===== src/design/stwr_pkg.sv =====
// shared types, codes and defaults for the stack with roll engine
package stwr_pkg;

   localparam int DEF_STACK_DEPTH  = 256;
   localparam int DEF_HANDLE_WIDTH = 64;

   localparam int CMD_W        = 3;
   localparam int HANDLE_OUT_W = 64;
   localparam int STATUS_W     = 2;
   localparam int DEPTH_W      = 9;

   // command codes
   localparam logic [CMD_W-1:0] CMD_PUSH       = 3'd0;
   localparam logic [CMD_W-1:0] CMD_DUP        = 3'd1;
   localparam logic [CMD_W-1:0] CMD_DROP       = 3'd2;
   localparam logic [CMD_W-1:0] CMD_ROLL_LEFT  = 3'd3;
   localparam logic [CMD_W-1:0] CMD_ROLL_RIGHT = 3'd4;
   localparam logic [CMD_W-1:0] CMD_CLEAR      = 3'd5;

   // status codes
   localparam logic [STATUS_W-1:0] ST_OK      = 2'd0;
   localparam logic [STATUS_W-1:0] ST_FULL    = 2'd1;
   localparam logic [STATUS_W-1:0] ST_EMPTY   = 2'd2;
   localparam logic [STATUS_W-1:0] ST_TOO_FEW = 2'd3;

   typedef struct packed {
      logic [CMD_W-1:0]        command;
      logic [HANDLE_OUT_W-1:0] handle_in;
   } req_payload_type;

   typedef struct packed {
      logic [STATUS_W-1:0]     status;
      logic [HANDLE_OUT_W-1:0] top_handle;
      logic [DEPTH_W-1:0]      depth;
   } rsp_payload_type;

   // datapath operations issued by the controller
   typedef enum logic [3:0] {
      OP_NONE,
      OP_LATCH,
      OP_PUSH,
      OP_DUP,
      OP_DROP,
      OP_ROLL_LEFT,
      OP_ROLL_RD,
      OP_ROLL_WR,
      OP_LOAD_TOP,
      OP_CLEAR,
      OP_RESPOND
   } dp_op_type;

   typedef struct packed {
      dp_op_type           op;
      logic [STATUS_W-1:0] status;
   } ctrl_cmd_type;

   typedef struct packed {
      logic [CMD_W-1:0] command;
      logic             empty;
      logic             full;
      logic             too_few;
      logic             rsp_busy;
   } dp_status_type;

endpackage


===== src/design/stwr_controller.sv =====
// stack controller: sequences each command and settles its status
module stwr_controller
   import stwr_pkg::*;
(
   input  logic          clock,
   input  logic          reset,
   input  logic          req_valid,
   output logic          req_ready,
   input  dp_status_type dp_status,
   output ctrl_cmd_type  ctrl_cmd
);

   typedef enum logic [2:0] {
      S_IDLE,
      S_EXEC,
      S_LOAD,
      S_ROLL_WR,
      S_RESP
   } state_type;

   state_type           state_ff, state_in;
   logic [STATUS_W-1:0] status_ff, status_in;
   dp_op_type           op;

   always_comb begin
      state_in  = state_ff;
      status_in = status_ff;
      op        = OP_NONE;
      case (state_ff)
         S_IDLE: begin
            if (req_valid) begin
               op       = OP_LATCH;
               state_in = S_EXEC;
            end
         end
         S_EXEC: begin
            status_in = ST_OK;
            state_in  = S_RESP;
            case (dp_status.command)
               CMD_PUSH: begin
                  if (dp_status.full) begin
                     status_in = ST_FULL;
                  end else begin
                     op = OP_PUSH;
                  end
               end
               CMD_DUP: begin
                  if (dp_status.empty) begin
                     status_in = ST_EMPTY;
                  end else if (dp_status.full) begin
                     status_in = ST_FULL;
                  end else begin
                     op = OP_DUP;
                  end
               end
               CMD_DROP: begin
                  if (dp_status.empty) begin
                     status_in = ST_EMPTY;
                  end else begin
                     op       = OP_DROP;
                     state_in = S_LOAD;
                  end
               end
               CMD_ROLL_LEFT: begin
                  if (dp_status.too_few) begin
                     status_in = ST_TOO_FEW;
                  end else begin
                     op       = OP_ROLL_LEFT;
                     state_in = S_LOAD;
                  end
               end
               CMD_ROLL_RIGHT: begin
                  if (dp_status.too_few) begin
                     status_in = ST_TOO_FEW;
                  end else begin
                     op       = OP_ROLL_RD;
                     state_in = S_ROLL_WR;
                  end
               end
               CMD_CLEAR: begin
                  op = OP_CLEAR;
               end
               default: begin
               end
            endcase
         end
         S_LOAD: begin
            op       = OP_LOAD_TOP;
            state_in = S_RESP;
         end
         S_ROLL_WR: begin
            op       = OP_ROLL_WR;
            state_in = S_RESP;
         end
         S_RESP: begin
            if (!dp_status.rsp_busy) begin
               op       = OP_RESPOND;
               state_in = S_IDLE;
            end
         end
         default: begin
            state_in = S_IDLE;
         end
      endcase
   end

   always_ff @(posedge clock) begin
      if (reset) begin
         state_ff  <= S_IDLE;
         status_ff <= ST_OK;
      end else begin
         state_ff  <= state_in;
         status_ff <= status_in;
      end
   end

   assign req_ready       = (state_ff == S_IDLE);
   assign ctrl_cmd.op     = op;
   assign ctrl_cmd.status = status_ff;

endmodule

===== config.mk =====
export PLATFORM = sky130hd
export DESIGN_NAME = stwr_controller
export DESIGN_NICKNAME = d
export VERILOG_FILES = /design/src/design/stwr_pkg.sv /design/src/design/stwr_controller.sv
export SDC_FILE = /design/constraint.sdc
export NUM_CORES = 1
export LEC_CHECK = 0
export ABC_AREA = 1
export BUFFER_PORTS_ARGS = -buffer_cell sky130_fd_sc_hd__buf_4
export CAP_MARGIN = 20
export CORE_AREA = 2 2 39 41
export DETAILED_ROUTE_END_ITERATION = 10
export DIE_AREA = 0 0 41 43
export GPL_TIMING_DRIVEN = 1
export PLACE_DENSITY = 0.53
export SETUP_SLACK_MARGIN = 0.05
export SKIP_LAST_GASP = 1
export SYNTH_ARGS = -nofsm -noshare
export SYNTH_HDL_FRONTEND = slang
export SYNTH_SLANG_ARGS = --single-unit

===== constraint.sdc =====
create_clock -name clock -period 1.5 [get_ports clock]
set_input_delay 0.075 -clock clock [delete_from_list [all_inputs] [get_ports clock]]
set_output_delay 0.075 -clock clock [all_outputs]
set_load 0.05 [all_outputs]

# --- Word-level counts from Yosys, hierarchy flattened ---
# Index checks and enable logic that the tools add are counted.
op_classes:
  muxes: 22
  eq_ne: 11
  reduce_logical: 5
ops:
  columns: ["op", "count"]
  rows:
  - ["$mux 3", 8]
  - ["$pmux 4 s6", 1]
  - ["$pmux 4 s5", 1]
  - ["$eq 3x2->1 const B", 4]
  - ["$mux 2", 6]
  - ["$pmux 3 s4", 1]
  - ["$eq 3x3->1 const B", 3]
  - ["$pmux 3 s3", 1]
  - ["$pmux 2 s4", 1]
  - ["$eq 3x1->1 const B", 2]
  - ["$logic_not 3->1", 2]
  - ["$mux 4", 1]
  - ["$ne 2x2->1 const B", 2]
  - ["$reduce_or 2->1", 2]
  - ["$mux 1", 2]
  - ["$reduce_and 2->1", 1]
totals:
  input_bits: 10
  out_inout_bits: 7
  regBits: 5
  elab_cells: 40

# --- Depth between registers and ports, before layout ---
logic_depth:
  depth_word: 4
  depth_mapped: 7
  mapped_depth_nobuf: 7

# --- Least setup slack after synthesis ---
# OpenSTA, ideal clock, no wires.
synth_path:
  path_kind: "register to output"
  startpoint: "register state_ff[1]"
  endpoint: "output port ctrl_cmd[2] (netlist name)"
  path_stages_with_launch: 6
  required_time_ps: 1425
  arrival_ps: 1704
  n_path_buf: 0
  path_slack_ps: -279
  path_cell_list: "dfxtp_1 -> inv_1 -> nand2_1 -> nor2_1 -> nand2_1 -> nand3_1"
synth_lines:
  columns: ["element", "line_no", "source"]
  rows:
  - ["start, declared", "stwr_controller.sv:21", "state_type state_ff, state_in;"]
  - ["start signal, assigned", "stwr_controller.sv:112", "state_ff <= state_in;"]
  - ["end, declared", "stwr_controller.sv:10", "output ctrl_cmd_type ctrl_cmd"]

==> out/metrics.yaml <==
run_status:
  status: "finished clean"
sta:
  fin_crit_ns: 1.36
  slew-limit-headroom_pct: 85.7
  finalCritPeriodShare_pct: 90.7
  finalHoldViolCount: 0
  tightest_slew_ns: 0.213
  drv_slew: 0
  fmax_mhz: 735
  finClkSkew_ns: 0.00307
  rsz0062_at_grt: "no"
  hold_slack_ns: 0.0234
  finalSetupViolCount: 0
run:
  drv_cap: 0
worst_setup_path:
  slowest_delay_ns: 0.34
  crit_path_top_delay_cell: "dfxtp_2"
  path_max_fanout: 4
  start_kind: "flop"
  rr_worst_depth: 5
  critical_path_required_ns: 1.42
  endpoint_kind: "output port"
  path_cells: "nor3_4 -> inv_2 -> o211ai_1 -> buf_4"
  critPathKind: "reg -> out"
  critPathLaunch: "state_ff[1]"
  r2r_start: "state_ff[1]"
  cp.arrival_ns: 1.29
logic_synthesis:
  synth_cell_type_count: 15
  async_reset_ff_share_pct: 0
  synth_area_leaders: "dfxtp_1 (24%), nand2_1 (20%), nand3_1 (13%), nor2_1 (7.2%), inv_1 (6.3%)"
  synthesis.nets: 83
  syn_avg_cell_area_sq_um: 5.72
  synth_edf_count: 0
  ys_warn_count: 0
  synthSimpleGateAreaFrac_pct: 55.4
  yosysTopAreaCell: "dfxtp_1"
  synth-seq-cells: 5
  netlist_instances: 73
  synth.most_common_cell: "nand2_1"
  synth-compound-area-share_pct: 9.88
  synth_flop_cell: "dfxtp_1"
  synth_xor_area_share_pct: 0
  synth.top_cell.area_share_pct: 24.0
  synth_top_family_by_area: "simple AND/OR/NAND/NOR gates"
  synth_common_cells: "nand2_1 (22), nand3_1 (11), nor2_1 (8)"
  synth_fa_ha_area_share_pct: 0
  syn_area_sq_um: 418
  ys_seq_area_share_pct: 24.0
  muxShareOfSynthArea_pct: 0
pwr:
  swShare_pct: 40.1
  irDropWorstVdd_mv: 0.575
  intPower_mw: 0.336
  pwr-share-seq_pct: 27.5
  leakagePower_nw: 0.308
  combPwrFrac_pct: 44.7
  clkPwrFrac_pct: 27.8
  p_sw_mw: 0.224
  power.total_mw: 0.560
  p_per_area_mw_per_mm2: 915
floorplanning:
  die_y_um: 43
  ios: 17
  start_util_pct: 30.2
  dieArea_sq_mm: 0.00176
  die_x_um: 41
  fp.coreArea_sq_mm: 0.00138
  fp-row-count: 14
grt:
  grt_pass1_vias: 467
  antenna_found_initial: 0
  grt_use_total_pct: 14.8
  grt_max_degree: 7
  grt-ovfl-total: 0
  grt_pass1_wl_um: 1770
route:
  vias_per_cell: 4.63
  wl_per_cell_um: 9.72
  ant_nets: 0
  drc: 0
  vias: 518
  routed_wl_um: 1090
  first_iter_violations: 24
  firstDrtPassIters: 4
placement:
  hpwlAfterDp_um: 882
  dpl-instance-area_sq_um: 563
  io_buffers: 16
  gp_congestion: 0.734
clock_tree:
  cts_buffer_depth: 2
  clk_latency_ns: 0.24
  clock_sinks: 5
  cts_buffers: 3
  htree_levels: 1
  cts_tree: "done"
  post_cts_resized: 0
  ctsHoldBuffers: 0
  root_buffer: "clkbuf_4"
  clkTransAtPathRegs_ns: 0.04
cells_and_area:
  layout-drive-gt1-share_pct: 36.5
  syn_to_final_growth_pct: 46.4
  diodes: 0
  num-nets-final: 107
  final_area_sq_um: 612
worst_hold_path:
  whs_path_depth: 2
  min-delay-start: "reset"
  hp-class: "in -> reg"
-- worst paths after layout --
check	to	slack, ns
max	ctrl_cmd[5]	0.14
min	state_ff[2]	0.02
max reg2reg	status_ff[0]	0.46
min reg2reg	status_ff[1]	0.47
-- through the flow --
step	TNS [ns]	instances	util [%]	setup slack, ns
floorplan	-0.0234	73	-	-0.0218
global placement	0	105	40.7	0.344
detailed placement	0	105	40.7	0.313
CTS	0	112	44.2	0.106
global route	0	112	44.2	0.0683
finish	0	112	44.2	0.139
-- routing by layer --
layer  vias to the layer above  GRT usage [%]  part of all wire [%]
met4                         0           4.00                     0
li1                        285              -                     -
met3                         0           7.85                   6.3
met1                       220           18.1                    44
met2                        13           21.9                    49
met5                         -              0                     0
-- cell type report --
cell class	count	area [sq um]
inverters	12	45.0
fillers	142	772
flip-flops and latches	5	103
clock buffers	4	26.3
repair buffers	19	143
well taps	16	20.0
multi-input cells	56	275
-- cell usage in the layout (no fill, tap or decap) --
cell type / n
buf_4: 19
nand3_1: 11
o211ai_1: 1
a21oi_1: 2
clkbuf_1: 1
clkbuf_4: 3
a21oi_2: 1
dfxtp_1: 3
nor3_4: 1
nand4_1: 4
dfxtp_2: 2
o21ai_0: 2
inv_1: 7
nor2_2: 3
nor2_1: 7
inv_2: 5
nor3_2: 1
o21ai_1: 1
nand2_1: 22
-- power by group through the flow --
stage | Sequential, mW | Combinational (mW) | Clock [mW]
4_1_cts | 0.154 | 0.253 | 0.163
2_1_floorplan | 0.166 | 0.150 | 0
3_5_place_dp | 0.156 | 0.234 | 0
5_1_grt | 0.156 | 0.269 | 0.180
6_report | 0.154 | 0.250 | 0.156
3_3_place_gp | 0.156 | 0.234 | 0
-- what timing repair did --
| item | CTS | global route |
|---|---|---|
| endpoints found under the setup margin | 1 | 4 |
| pin swaps | 1 | 1 |
| hold endpoints to repair | 0 | 0 |
| buffers inserted | 3 | 0 |
-- sequential cells by signal, summed over array words and instances (netlist names) --
signal and flops:
state_ff 3, status_ff 2
-- cell families (layout without fill, tap and decap cells) --
family                 after synthesis  count (layout)
DFF                                  5               5
and+or+nand+nor                     49              49
AOI/OAI and AO/OA                    7               7
buffers and inverters               12              35
-- worst max-delay path, delay by kind of cell (launching register included) --
family | cells | cell delay (ns)
AOI/OAI and AO/OA | 1 | 0.17
buffers and inverters | 2 | 0.31
DFF | 1 | 0.34
and+or+nand+nor | 1 | 0.23
Power figures use the tool's default switching activity.
